===== config.mk =====
export PLATFORM = sky130hd
export DESIGN_NAME = normal_pattern_engine_core_flat
export DESIGN_NICKNAME = d
export VERILOG_FILES = /design/src/hw/rtl/npe_pkg.sv /design/src/hw/rtl/npe_req_if.sv /design/src/hw/rtl/npe_rsp_if.sv /design/src/hw/rtl/normal_pattern_engine_core.sv /design/src/hw/rtl/npe_ctrl.sv /design/src/hw/rtl/npe_datapath.sv /design/src/flat_wrapper.sv
export VERILOG_INCLUDE_DIRS = /design/src /design/src/hw/rtl
export SDC_FILE = /design/constraint.sdc
export NUM_CORES = 1
export LEC_CHECK = 0
export BUFFER_PORTS_ARGS = -buffer_cell sky130_fd_sc_hd__buf_2
export CORE_MARGIN = 3
export CORE_UTILIZATION = 47
export CTS_BUF_LIST = sky130_fd_sc_hd__clkbuf_4 sky130_fd_sc_hd__clkbuf_8
export CTS_CLUSTER_DIAMETER = 30
export DETAILED_ROUTE_END_ITERATION = 6
export GPL_TIMING_DRIVEN = 0
export MAX_ROUTING_LAYER = met4
export PLACE_DENSITY = 0.74
export SLEW_MARGIN = 40
export SYNTH_ARGS = -nofsm -noshare
export SYNTH_HDL_FRONTEND = slang
export SYNTH_SLANG_ARGS = --single-unit

===== constraint.sdc =====
create_clock -name clock -period 3.4 [get_ports clock]
set_clock_uncertainty 0.1 [all_clocks]
set_input_delay 0.51 -clock clock [delete_from_list [all_inputs] [get_ports clock]]
set_output_delay 0.51 -clock clock [all_outputs]
set_load 0.005 [all_outputs]

===== src/hw/rtl/assert_macros.svh =====
// Assertion helpers shared by the RTL.
`ifndef ASSERT_MACROS_SVH
`define ASSERT_MACROS_SVH

// Checks that a property holds on every rising edge outside reset.
`define NPE_ASSERT(label, clk, rst, prop, msg) \
   label: assert property (@(posedge clk) disable iff (rst) (prop)) else $error(msg);

// Checks that a condition implies a consequence in the following cycle.
`define NPE_ASSERT_NEXT(label, clk, rst, cond, conseq, msg) \
   label: assert property (@(posedge clk) disable iff (rst) (cond) |=> (conseq)) \
      else $error(msg);

`endif


===== src/hw/rtl/npe_pkg.sv =====
package npe_pkg;

   localparam int MAX_ITEMS = 64;
   localparam int MAX_WIDTH = 64;

   localparam int WIDTH_BITS = 7;
   localparam int COUNT_BITS = 7;
   localparam int INDEX_BITS = 6;
   localparam int PATTERN_BITS = 64;

   typedef logic [WIDTH_BITS-1:0]   width_type;
   typedef logic [COUNT_BITS-1:0]   count_type;
   typedef logic [INDEX_BITS-1:0]   index_type;
   typedef logic [PATTERN_BITS-1:0] pattern_type;

   typedef enum logic [4:0] {
      ST_IDLE   = 5'b00001,
      ST_EXPAND = 5'b00010,
      ST_SCAN   = 5'b00100,
      ST_FLUSH  = 5'b01000,
      ST_EMIT   = 5'b10000
   } state_type;

   typedef struct packed {
      logic load;
      logic write;
      logic scan_start;
      logic issue;
      logic emit;
      logic clear;
   } cmd_type;

   typedef struct packed {
      logic load_empty;
      logic store_empty;
      logic write_final;
      logic last_pending;
      logic issue_final;
      logic item_final;
      logic out_free;
   } status_type;

endpackage


===== src/hw/rtl/npe_req_if.sv =====
interface npe_req_if;
   import npe_pkg::*;

   logic      valid;
   logic      ready;
   width_type type_width;
   count_type copy_count;
   logic      last_type;

   modport source (output valid, output type_width, output copy_count, output last_type,
                   input ready);
   modport sink (input valid, input type_width, input copy_count, input last_type,
                 output ready);
endinterface


===== src/hw/rtl/npe_rsp_if.sv =====
interface npe_rsp_if;
   import npe_pkg::*;

   logic        valid;
   logic        ready;
   index_type   item_number;
   index_type   type_number;
   pattern_type pattern_bits;
   logic        dropped_copies;
   logic        last_result;

   modport source (output valid, output item_number, output type_number,
                   output pattern_bits, output dropped_copies, output last_result,
                   input ready);
   modport sink (input valid, input item_number, input type_number,
                 input pattern_bits, input dropped_copies, input last_result,
                 output ready);
endinterface


===== src/hw/rtl/normal_pattern_engine_core.sv =====
// Channel   Direction  Payload
// req_chan  in         type_width, copy_count, last_type
// rsp_chan  out        item_number, type_number, pattern_bits, dropped_copies, last_result
// csr       in         strip_width (write only)
//
// ST_IDLE takes a type transfer and ST_EXPAND writes each copy kept in the item store.
// On the final type each stored item passes in turn through the shift-or unit,
// which reads one stored width a cycle in ST_SCAN before ST_FLUSH and ST_EMIT.
// Reset is synchronous and returns the strip width to 64 and empties the item store.
// A stalled result holds in the output register while the next pattern is computed.
module normal_pattern_engine_core (
   input  logic                clock,
   input  logic                reset,
   npe_req_if.sink             req_chan,
   npe_rsp_if.source           rsp_chan,
   input  logic                csr_write_en,
   input  npe_pkg::width_type  csr_write_data
);
   import npe_pkg::*;

   cmd_type    cmd;
   status_type status;
   logic       ready;

   npe_ctrl u_ctrl (
      .clock     (clock),
      .reset     (reset),
      .req_valid (req_chan.valid),
      .req_last  (req_chan.last_type),
      .req_ready (ready),
      .status    (status),
      .cmd       (cmd)
   );

   npe_datapath u_datapath (
      .clock              (clock),
      .reset              (reset),
      .req_type_width     (req_chan.type_width),
      .req_copy_count     (req_chan.copy_count),
      .req_last_type      (req_chan.last_type),
      .csr_write_en       (csr_write_en),
      .csr_write_data     (csr_write_data),
      .cmd                (cmd),
      .status             (status),
      .rsp_ready          (rsp_chan.ready),
      .rsp_valid          (rsp_chan.valid),
      .rsp_item_number    (rsp_chan.item_number),
      .rsp_type_number    (rsp_chan.type_number),
      .rsp_pattern_bits   (rsp_chan.pattern_bits),
      .rsp_dropped_copies (rsp_chan.dropped_copies),
      .rsp_last_result    (rsp_chan.last_result)
   );

   assign req_chan.ready = ready;

endmodule


===== src/hw/rtl/npe_ctrl.sv =====
`include "assert_macros.svh"

module npe_ctrl (
   input  logic               clock,
   input  logic               reset,
   input  logic               req_valid,
   input  logic               req_last,
   output logic               req_ready,
   input  npe_pkg::status_type status,
   output npe_pkg::cmd_type    cmd
);
   import npe_pkg::*;

   state_type state_ff;
   state_type state_in;

   always_comb begin
      state_in  = state_ff;
      cmd       = '0;
      req_ready = 1'b0;
      unique case (state_ff)
         ST_IDLE: begin
            req_ready = 1'b1;
            if (req_valid) begin
               cmd.load = 1'b1;
               if (!status.load_empty) begin
                  state_in = ST_EXPAND;
               end else if (req_last) begin
                  if (status.store_empty) begin
                     cmd.clear = 1'b1;
                  end else begin
                     cmd.scan_start = 1'b1;
                     state_in       = ST_SCAN;
                  end
               end
            end
         end
         ST_EXPAND: begin
            cmd.write = 1'b1;
            if (status.write_final) begin
               if (status.last_pending) begin
                  cmd.scan_start = 1'b1;
                  state_in       = ST_SCAN;
               end else begin
                  state_in = ST_IDLE;
               end
            end
         end
         ST_SCAN: begin
            cmd.issue = 1'b1;
            if (status.issue_final) begin
               state_in = ST_FLUSH;
            end
         end
         ST_FLUSH: begin
            state_in = ST_EMIT;
         end
         ST_EMIT: begin
            if (status.out_free) begin
               cmd.emit = 1'b1;
               if (status.item_final) begin
                  cmd.clear = 1'b1;
                  state_in  = ST_IDLE;
               end else begin
                  cmd.scan_start = 1'b1;
                  state_in       = ST_SCAN;
               end
            end
         end
         default: begin
            state_in = ST_IDLE;
         end
      endcase
   end

   always_ff @(posedge clock) begin
      if (reset) begin
         state_ff <= ST_IDLE;
      end else begin
         state_ff <= state_in;
      end
   end

   `NPE_ASSERT(a_emit_needs_room, clock, reset, !cmd.emit || status.out_free, "emit while output register busy")
   `NPE_ASSERT_NEXT(a_flush_then_emit, clock, reset, state_ff == ST_FLUSH, state_ff == ST_EMIT, "flush not followed by emit")

endmodule


===== src/hw/rtl/npe_datapath.sv =====
`include "assert_macros.svh"

module npe_datapath (
   input  logic                 clock,
   input  logic                 reset,
   input  npe_pkg::width_type   req_type_width,
   input  npe_pkg::count_type   req_copy_count,
   input  logic                 req_last_type,
   input  logic                 csr_write_en,
   input  npe_pkg::width_type   csr_write_data,
   input  npe_pkg::cmd_type     cmd,
   output npe_pkg::status_type  status,
   input  logic                 rsp_ready,
   output logic                 rsp_valid,
   output npe_pkg::index_type   rsp_item_number,
   output npe_pkg::index_type   rsp_type_number,
   output npe_pkg::pattern_type rsp_pattern_bits,
   output logic                 rsp_dropped_copies,
   output logic                 rsp_last_result
);
   import npe_pkg::*;

   localparam count_type CAPACITY = count_type'(MAX_ITEMS);
   localparam width_type WIDTH_LIMIT = width_type'(MAX_WIDTH);

   width_type width_mem [MAX_ITEMS];
   index_type type_mem [MAX_ITEMS];

   width_type   strip_ff;
   count_type   item_total_ff;
   count_type   type_total_ff;
   logic        overflow_ff;
   count_type   wr_left_ff;
   width_type   wr_width_ff;
   index_type   wr_type_ff;
   logic        last_ff;
   index_type   j_ff;
   index_type   jp_ff;
   width_type   rd_width_ff;
   logic        rd_skip_ff;
   logic        rd_vld_ff;
   index_type   type_rd_ff;
   pattern_type acc_ff;
   pattern_type acc_in;
   logic        rsp_valid_ff;
   index_type   out_item_ff;
   index_type   out_type_ff;
   pattern_type out_pattern_ff;
   logic        out_dropped_ff;
   logic        out_last_ff;

   count_type   avail;
   count_type   n_store;
   width_type   eff_width;
   pattern_type mask;
   logic        item_final;

   always_comb begin
      avail     = CAPACITY - item_total_ff;
      n_store   = (req_copy_count <= avail) ? req_copy_count : avail;
      eff_width = (strip_ff >= WIDTH_LIMIT) ? WIDTH_LIMIT : strip_ff;
      if (eff_width >= width_type'(PATTERN_BITS)) begin
         mask = '1;
      end else begin
         mask = (pattern_type'(1) << eff_width[INDEX_BITS-1:0]) - pattern_type'(1);
      end
      item_final = (count_type'(j_ff) + count_type'(1)) == item_total_ff;
   end

   always_comb begin
      acc_in = acc_ff;
      if (cmd.scan_start) begin
         acc_in = pattern_type'(1) & mask;
      end else if (rd_vld_ff && !rd_skip_ff && !rd_width_ff[WIDTH_BITS-1]) begin
         acc_in = (acc_ff | (acc_ff << rd_width_ff[INDEX_BITS-1:0])) & mask;
      end
   end

   always_comb begin
      status.load_empty   = (n_store == '0);
      status.store_empty  = (item_total_ff == '0);
      status.write_final  = (wr_left_ff == count_type'(1));
      status.last_pending = last_ff;
      status.issue_final  = (count_type'(jp_ff) == (item_total_ff - count_type'(1)));
      status.item_final   = item_final;
      status.out_free     = !rsp_valid_ff || rsp_ready;
   end

   always_ff @(posedge clock) begin
      if (cmd.write) begin
         width_mem[item_total_ff[INDEX_BITS-1:0]] <= wr_width_ff;
         type_mem[item_total_ff[INDEX_BITS-1:0]]  <= wr_type_ff;
      end
      rd_width_ff <= width_mem[jp_ff];
      type_rd_ff  <= type_mem[j_ff];
   end

   always_ff @(posedge clock) begin
      if (reset) begin
         strip_ff      <= width_type'(MAX_WIDTH);
         item_total_ff <= '0;
         type_total_ff <= '0;
         overflow_ff   <= 1'b0;
         wr_left_ff    <= '0;
         last_ff       <= 1'b0;
         j_ff          <= '0;
         jp_ff         <= '0;
         rd_vld_ff     <= 1'b0;
         rsp_valid_ff  <= 1'b0;
      end else begin
         if (csr_write_en) begin
            strip_ff <= csr_write_data;
         end
         if (cmd.load) begin
            wr_width_ff <= req_type_width;
            wr_type_ff  <= type_total_ff[INDEX_BITS-1:0];
            wr_left_ff  <= n_store;
         end else if (cmd.write) begin
            wr_left_ff <= wr_left_ff - count_type'(1);
         end
         if (cmd.clear) begin
            item_total_ff <= '0;
            type_total_ff <= '0;
            overflow_ff   <= 1'b0;
            last_ff       <= 1'b0;
         end else begin
            if (cmd.load) begin
               type_total_ff <= type_total_ff + count_type'(1);
               overflow_ff   <= overflow_ff | (req_copy_count > avail);
               last_ff       <= req_last_type;
            end
            if (cmd.write) begin
               item_total_ff <= item_total_ff + count_type'(1);
            end
         end
         if (cmd.scan_start) begin
            jp_ff <= '0;
         end else if (cmd.issue) begin
            jp_ff <= jp_ff + index_type'(1);
         end
         rd_vld_ff <= cmd.issue;
         if (cmd.clear) begin
            j_ff <= '0;
         end else if (cmd.emit) begin
            j_ff <= j_ff + index_type'(1);
         end
         if (cmd.emit) begin
            rsp_valid_ff <= 1'b1;
         end else if (rsp_ready) begin
            rsp_valid_ff <= 1'b0;
         end
      end
   end

   always_ff @(posedge clock) begin
      rd_skip_ff <= (jp_ff == j_ff);
      acc_ff     <= acc_in;
      if (cmd.emit) begin
         out_item_ff    <= j_ff;
         out_type_ff    <= type_rd_ff;
         out_pattern_ff <= acc_ff;
         out_dropped_ff <= overflow_ff;
         out_last_ff    <= item_final;
      end
   end

   assign rsp_valid          = rsp_valid_ff;
   assign rsp_item_number    = out_item_ff;
   assign rsp_type_number    = out_type_ff;
   assign rsp_pattern_bits   = out_pattern_ff;
   assign rsp_dropped_copies = out_dropped_ff;
   assign rsp_last_result    = out_last_ff;

   `NPE_ASSERT(a_store_bound, clock, reset, item_total_ff + wr_left_ff <= CAPACITY, "overfull")
   `NPE_ASSERT(a_write_has_work, clock, reset, !cmd.write || wr_left_ff != '0, "idle write")

endmodule


===== src/flat_wrapper.sv =====
// flat-port wrapper written by rule: the top's interface ports become plain ports
module normal_pattern_engine_core_flat import npe_pkg::*;
  (clock, reset, csr_write_en, csr_write_data, req_chan_valid, req_chan_type_width, req_chan_copy_count, req_chan_last_type, req_chan_ready, rsp_chan_valid, rsp_chan_item_number, rsp_chan_type_number, rsp_chan_pattern_bits, rsp_chan_dropped_copies, rsp_chan_last_result, rsp_chan_ready);
  npe_req_if req_chan_i ();
  npe_rsp_if rsp_chan_i ();
  input  logic clock;
  input  logic reset;
  input  logic csr_write_en;
  input  npe_pkg::width_type csr_write_data;
  input wire logic [$bits(req_chan_i.valid)-1:0] req_chan_valid;
  input wire logic [$bits(req_chan_i.type_width)-1:0] req_chan_type_width;
  input wire logic [$bits(req_chan_i.copy_count)-1:0] req_chan_copy_count;
  input wire logic [$bits(req_chan_i.last_type)-1:0] req_chan_last_type;
  output wire logic [$bits(req_chan_i.ready)-1:0] req_chan_ready;
  output wire logic [$bits(rsp_chan_i.valid)-1:0] rsp_chan_valid;
  output wire logic [$bits(rsp_chan_i.item_number)-1:0] rsp_chan_item_number;
  output wire logic [$bits(rsp_chan_i.type_number)-1:0] rsp_chan_type_number;
  output wire logic [$bits(rsp_chan_i.pattern_bits)-1:0] rsp_chan_pattern_bits;
  output wire logic [$bits(rsp_chan_i.dropped_copies)-1:0] rsp_chan_dropped_copies;
  output wire logic [$bits(rsp_chan_i.last_result)-1:0] rsp_chan_last_result;
  input wire logic [$bits(rsp_chan_i.ready)-1:0] rsp_chan_ready;
  assign req_chan_i.valid = req_chan_valid;
  assign req_chan_i.type_width = req_chan_type_width;
  assign req_chan_i.copy_count = req_chan_copy_count;
  assign req_chan_i.last_type = req_chan_last_type;
  assign req_chan_ready = req_chan_i.ready;
  assign rsp_chan_valid = rsp_chan_i.valid;
  assign rsp_chan_item_number = rsp_chan_i.item_number;
  assign rsp_chan_type_number = rsp_chan_i.type_number;
  assign rsp_chan_pattern_bits = rsp_chan_i.pattern_bits;
  assign rsp_chan_dropped_copies = rsp_chan_i.dropped_copies;
  assign rsp_chan_last_result = rsp_chan_i.last_result;
  assign rsp_chan_i.ready = rsp_chan_ready;
  normal_pattern_engine_core u_core (.clock(clock), .reset(reset), .req_chan(req_chan_i), .rsp_chan(rsp_chan_i), .csr_write_en(csr_write_en), .csr_write_data(csr_write_data));
endmodule

* Word-level counts from Yosys, hierarchy flattened
Memory sizes are Yosys's and may differ from the RTL's. A register that Yosys moved wholly into a read port is not among the register bits. Cells that the tools add are included. W data, S select, Z words.
Word-level totals: flip-flop bits (word level) 205, bits in writable memories 832, memories 2
Memories:
- u_core.u_datapath.width_mem | words 64, bits a word 7, rd ports 1, clocked after memory_dff 1, wr ports 1, RTL line npe_datapath.sv:26 | width_type width_mem [MAX_ITEMS];
- u_core.u_datapath.type_mem | words 64, bits a word 6, rd ports 1, clocked after memory_dff 1, wr ports 1, RTL line npe_datapath.sv:27 | index_type type_mem [MAX_ITEMS];
Cells by class: add/subtract/negate cells 9, magnitude comparators 4, eq/ne operators 15, shift operators 2, muxes and demuxes 43, bitwise gates (word level) 4, reductions and logical operators 15
Operator list (count):
- $and A64 B64 Y64 | 1
- $mux W64 | 1
- $or A64 B64 Y64 | 1
- $shl A1 B6 Y64 const A | 1
- $shl A64 B6 Y64 | 1
- $sub A64 B1 Y64 const B | 1
- $mux W5 | 7
- $mux W7 | 4
- $mux W1 | 25
- $pmux W5 S5 | 1
- $add A7 B1 Y7 const B | 2
- $ge A7 B7 Y1 const B | 2
- $logic_not A7 Y1 | 2
- $sub A7 B1 Y7 const B | 2
- $add A6 B1 Y6 const B | 2
- $add A6 B1 Y7 const B | 1
- $eq A6 B7 Y1 | 1
- $eq A7 B1 Y1 const B | 1
- $eq A7 B7 Y1 | 1
- $gt A7 B7 Y1 | 1
- $le A7 B7 Y1 | 1
- $sub A7 B7 Y7 const A | 1
- $eq A6 B6 Y1 | 1
- $mux W3 | 2
- 20 further kinds | 29

* Longest topological paths before layout
word-level depth 8, depth in mapped cells 18

* Modules after synthesis
Synthesis repeated with hierarchy kept, for this count alone.
Second synthesis, totals: cells, all modules 2661, area, all modules 45307.2 µm²
By module, submodules not included:
- npe_datapath | instances 1, cells each 2608, area an instance 44918.1 µm²
- npe_ctrl | instances 1, cells each 53, area an instance 389.1 µm²

* Worst setup path before layout
OpenSTA, ideal clock, no wires.
path type reg2reg, from reg u_core.u_datapath.item_total_ff[0], to reg u_core.u_datapath.acc_ff[16], setup time 0.145 ns, data arrival time 3.428 ns, required time 3.155 ns, slack -0.274 ns, stages on the path, launching flop included 19, buffers on the path 5, period minus slack after synthesis 3.674 ns, cell sequence dfxtp_1 > clkbuf_1 > inv_1 > ha_1 > clkbuf_1 > nor3b_1 > xnor2_1 > inv_1 > ha_1 > a211oi_1 > o21bai_1 > o22a_1 > nand3b_1 > a211oi_1 > or2_1 > buf_2 > buf_6 > buf_6 > a211oi_2
On the way: cells in the longest elaborated chain, start to end 7, elaborated cells on any way between the ends 13, those cells by class add/sub (1); order compare (1); eq/ne (1); mux (8); reduce/logical (2)
RTL lines:
- start: declaration | RTL line npe_datapath.sv:30 | count_type item_total_ff;
- start signal: assignment | RTL line npe_datapath.sv:133 | item_total_ff <= item_total_ff + count_type'(1);
- $sub A7 B7 Y7 | RTL line npe_datapath.sv:59 | avail = CAPACITY - item_total_ff;
- $le A7 B7 Y1 | RTL line npe_datapath.sv:60 | n_store = (req_copy_count <= avail) ? req_copy_count : avail;
- $mux W7 | RTL line npe_datapath.sv:60
- $logic_not A7 Y1 | RTL line npe_datapath.sv:80 | status.load_empty = (n_store == '0);
- $mux W1 | RTL line npe_ctrl.sv:26 | if (!status.load_empty) begin
- $mux W1 | RTL line npe_ctrl.sv:24 | if (req_valid) begin
- $pmux W1 S3 * | RTL line npe_ctrl.sv:21 | unique case (state_ff)
- end signal: assignment | RTL line npe_datapath.sv:157 | acc_ff <= acc_in;
- end: declaration | RTL line npe_datapath.sv:43 | pattern_type acc_ff;
Mark *: on every way between the ends. The rest lies on a longest branch, timed or not. A chain may end at the register's enable or synchronous reset.

* Final worst setup path
from reg u_core.u_datapath.item_total_ff[1], to reg u_core.u_datapath.jp_ff[5]
On the way: cells in the longest elaborated chain, start to end 8, elaborated cells on any way between the ends 14, those cells by class add/sub (1); order compare (1); eq/ne (1); mux (8); reduce/logical (3)
RTL lines:
- $sub A7 B7 Y7 | RTL line npe_datapath.sv:59
- $le A7 B7 Y1 | RTL line npe_datapath.sv:60
- $mux W7 | RTL line npe_datapath.sv:60
- $logic_not A7 Y1 | RTL line npe_datapath.sv:80
- $mux W1 | RTL line npe_ctrl.sv:26
- $mux W1 | RTL line npe_ctrl.sv:24
- $pmux W1 S3 * | RTL line npe_ctrl.sv:21
- $reduce_or A2 Y1 (no source line) *
- end signal: assignment | RTL line npe_datapath.sv:139 | jp_ff <= jp_ff + index_type'(1);
- end: declaration | RTL line npe_datapath.sv:38 | index_type jp_ff;
Marks and branches as above.

==> summary.md <==
| Metric | Value |
|---|---|
| Share of layout cells above drive strength 1 | 37.7% |
| Area leader, netlist | edfxtp_1 |
| Worst-path clk slew | 60 ps |
| Area delta synth->final | 20.1% |
| CTS tree | done |
| Final number of max-transition violations | 0 |
| Wire per inst | 31.2 um |
| Critical Path Start Type | register |
| Critical path required time | 3980 ps |
| Post-synth EDFFs | 924 |
| Top_reg_cell synth | edfxtp_1 |
| Vias/cell | 6.38 |
| Setup CP Type | reg -> reg |
| Number of register bits inferred by synthesis | 1049 |
| Worst hold path type | in -> reg |
| Max_cap viols | 0 |
| Final hold slack | 109 ps |
| Initial antenna violation count | 0 |
| Internal power | 0.0218 W |
| Pleak | 17.1 nW |
| Drt first pass iters | 7 |
| Crit-path max FO | 8 |
| Clock Latency Late Sink | 870 ps |
| Gr usage total | 29.1% |
| Synthesized Nets | 2731 |
| Die Wd | 317 um |
| FP Rows | 113 |
| Status | finished with violations |
| IR Drop Worst-Case VDD | 0.000430 V |
| Most frequent cells in the layout | 924 x edfxtp_1, 329 x mux4_2, 194 x clkbuf_8, 148 x buf_2, 144 x nand2_1 |
| Post-synth top area share | 60.9% |
| Final Hold Fails | 0 |
| CTS max path bufs | 3 |
| H-tree depth | 4 |
| Final setup TNS | -8660 ps |
| CP delay by family, top | compound AO/OA/AOI/OAI gates |
| Synth area leaders | edfxtp_1 61%, mux4_2 16%, dfxtp_1 5.5% |
| Crit-path max cell delay | 430 ps |
| Async SR Flop Fraction | 0% |
| Synth cell types | 77 |
| First-pass GRT wire length | 203000 um |
| Die Area | 101000 um^2 |
| Pre-CTS setup slack | -1090 ps |
| Slew of the pin with the lowest slew margin | 1040 ps |
| Crit-path cells | or3_4 > o31ai_4 > nor2b_4 > inv_2 > ha_4 > a211oi_2 > o21bai_1 > o22a_2 > nand3b_1 > a211oi_2 > or2_1 > buf_6 > buf_12 > buf_12 > nor3_2 |
| Max frequency | 280 MHz |
| Clock power share | 46.0% |
| Fin nets | 3139 |
| Final Critical Period | 3570 ps |
| Clock tree root buffer cell | clkbuf_8 |
| Dpl hpwl | 98600 um |
| DR vias | 28788 |
| PortBufs | 104 |
| Vias in the first global route | 28650 |
| Final setup viols | 86 |
| Switching Share | 22.1% |
| Cell count after synthesis | 2689 |
| Die Ht | 317 um |
| Failing checks | design-rule violations, negative setup slack |
| Crit path buffers/inverters | 4 |
| Num ports | 107 |
| YS warnings | 0 |
| Initial detailed-routing violation count | 3383 |
| Logic pwr share | 3.6% |
| Post-DRT Antenna Nets | 0 |
| NetSw | 0.00619 W |
| Power per cell area | 512 nW/um^2 |
| Clk sinks | 1049 |
| Post-synthesis sequential area ratio | 66.4% |
| Slowest-stage cell, CP | or3_4 |
| ANT cells | 0 |
| GRT overflow | 0 |
| Post-Syn Area | 45500 um^2 |
| Setup slack after layout | -165 ps |
| Crit share post-route | 105% |
| Endpoint type of the worst setup path | register |
| Avg Inst Size Synth | 16.9 um^2 |
| RSZ-0062 raised after global routing | true |
| Largest net degree at the start of global routing | 72 |
| Routability cong. | 1.08 |
| Starting Density | 47.7% |
| WL final | 141000 um |
| Worst slew margin | 30.4% |
| Total CTS buffers | 189 |
| Critical Path AT | 4140 ps |
| Most common cell after layout, fill and taps aside | edfxtp_1 |
| Core Area | 95600 um^2 |
| # DRC | 4 |
| Sequential power share | 50.4% |
## cells in the mapped netlist (5+ instances only)
| cell | n |
|---|---|
| edfxtp_1 | 924 |
| mux4_2 | 329 |
| nor2_1 | 219 |
| nand2_1 | 145 |
| dfxtp_1 | 125 |
| clkbuf_1 | 99 |
| a21oi_1 | 86 |
| mux2i_1 | 83 |
| o21ai_0 | 53 |
| mux2_2 | 44 |
| nor3_1 | 44 |
| buf_1 | 41 |
| buf_2 | 36 |
| nand3_1 | 36 |
| xnor2_1 | 35 |
| a211oi_1 | 33 |
| xor2_1 | 30 |
| inv_1 | 24 |
| a211oi_2 | 20 |
| nand4_1 | 17 |
| o22ai_1 | 17 |
| a31oi_1 | 15 |
| ha_1 | 15 |
| nor2b_1 | 14 |
| a221oi_1 | 13 |
| nand2b_1 | 13 |
| a2111oi_0 | 12 |
| and3_1 | 12 |
| nor4_1 | 12 |
| o211ai_1 | 10 |
| o31ai_1 | 9 |
| or3_1 | 9 |
| a311oi_1 | 8 |
| nand3b_1 | 7 |
| nor3b_1 | 7 |
| nor3_2 | 6 |
| o32ai_1 | 6 |
| buf_6 | 5 |
| o21a_1 | 5 |
## timing repair
item / in CTS / in global routing
gates cloned: 9 / 0
buffers inserted: 26 / 12
pin swaps: 48 / 33
hold buffers: 24 / 0
hold endpoints to repair: 23 / 0
endpoints found under the setup margin: 188 / 270
gates resized for setup: 200 / 92
## worst register-to-register path, delay by kind of cell (launching register included)
family,cells,cell delay [ps]
AO/OA/AOI/OAI,5,1170
adder cells (fa/ha/maj),1,170
buffers and inverters,4,530
flip-flops,1,350
AND/OR/NAND/NOR,5,1060
## cell type report
| type | instances | area (um^2) |
|---|---|---|
| multi-input combinational | 1429 | 15700 |
| clock inverter | 105 | 1190 |
| clock buffer | 238 | 2990 |
| tap | 1265 | 1580 |
| timing repair buffer | 222 | 1870 |
| fill | 7084 | 40900 |
| inverter | 27 | 123 |
| buffer | 179 | 1020 |
| sequential | 1049 | 30300 |
## path summary, 6_finish.rpt
kind,start,end,slack (ps),cells after the start
setup / recovery,u_core.u_datapath.item_total_ff[1],u_core.u_datapath.jp_ff[5],-170,15
hold / removal,csr_write_en,u_core.u_datapath.strip_ff[6],110,3
setup reg to reg,u_core.u_datapath.item_total_ff[1],u_core.u_datapath.jp_ff[5],-170,15
hold reg to reg,u_core.u_datapath.type_rd_ff[2],u_core.u_datapath.rsp_type_number[2],300,0
## power by group through the flow
stage	clock (W)	sequential, W	combinational, W
after floorplan	0	0.0144	0.000427
after CTS	0.0130	0.0141	0.000954
after detailed placement	0	0.0144	0.000872
after global routing	0.0136	0.0141	0.00107
after global placement	0	0.0145	0.000650
final	0.0129	0.0141	0.00101
## cell families (layout without fill, tap and decap cells)
logic type,count (synthesis),count (layout),share of synthesized area (%)
mux,457,457,19.2
fa+ha+maj,15,15,0.412
xor+xnor,65,65,1.25
buf+inv,211,771,1.94
flops,1049,1049,66.4
simple gates,560,560,5.62
compound gates,332,332,5.13
## routing by layer
layer,routed length [um],GRT usage (%)
met1,51600,36.5
met2,69000,46.0
met3,12300,5.27
met4,8140,14.2
met5,0,-
## flip-flops by register name, indices dropped and copies added, names as in the netlist, 7 cells and up
register	count
u_core.u_datapath.width_mem	448
u_core.u_datapath.type_mem	384
u_core.u_datapath.acc_ff	64
u_core.u_datapath.rsp_pattern_bits	64
u_core.u_datapath.item_total_ff	7
u_core.u_datapath.rd_width_ff	7
u_core.u_datapath.strip_ff	7
u_core.u_datapath.wr_left_ff	7
u_core.u_datapath.wr_width_ff	7
## through the flow
step                std cells  power, W  instance area, um^2  util (%)
floorplan                2689    0.0148                45600         -
global placement         4058    0.0152                47700      49.9
detailed placement       4112    0.0152                48800      51.0
CTS                      4512    0.0281                54300      56.9
global route             4514    0.0288                54700      57.2
finish                   4514    0.0280                54700      57.2
(Power assumes the default switching activity.)
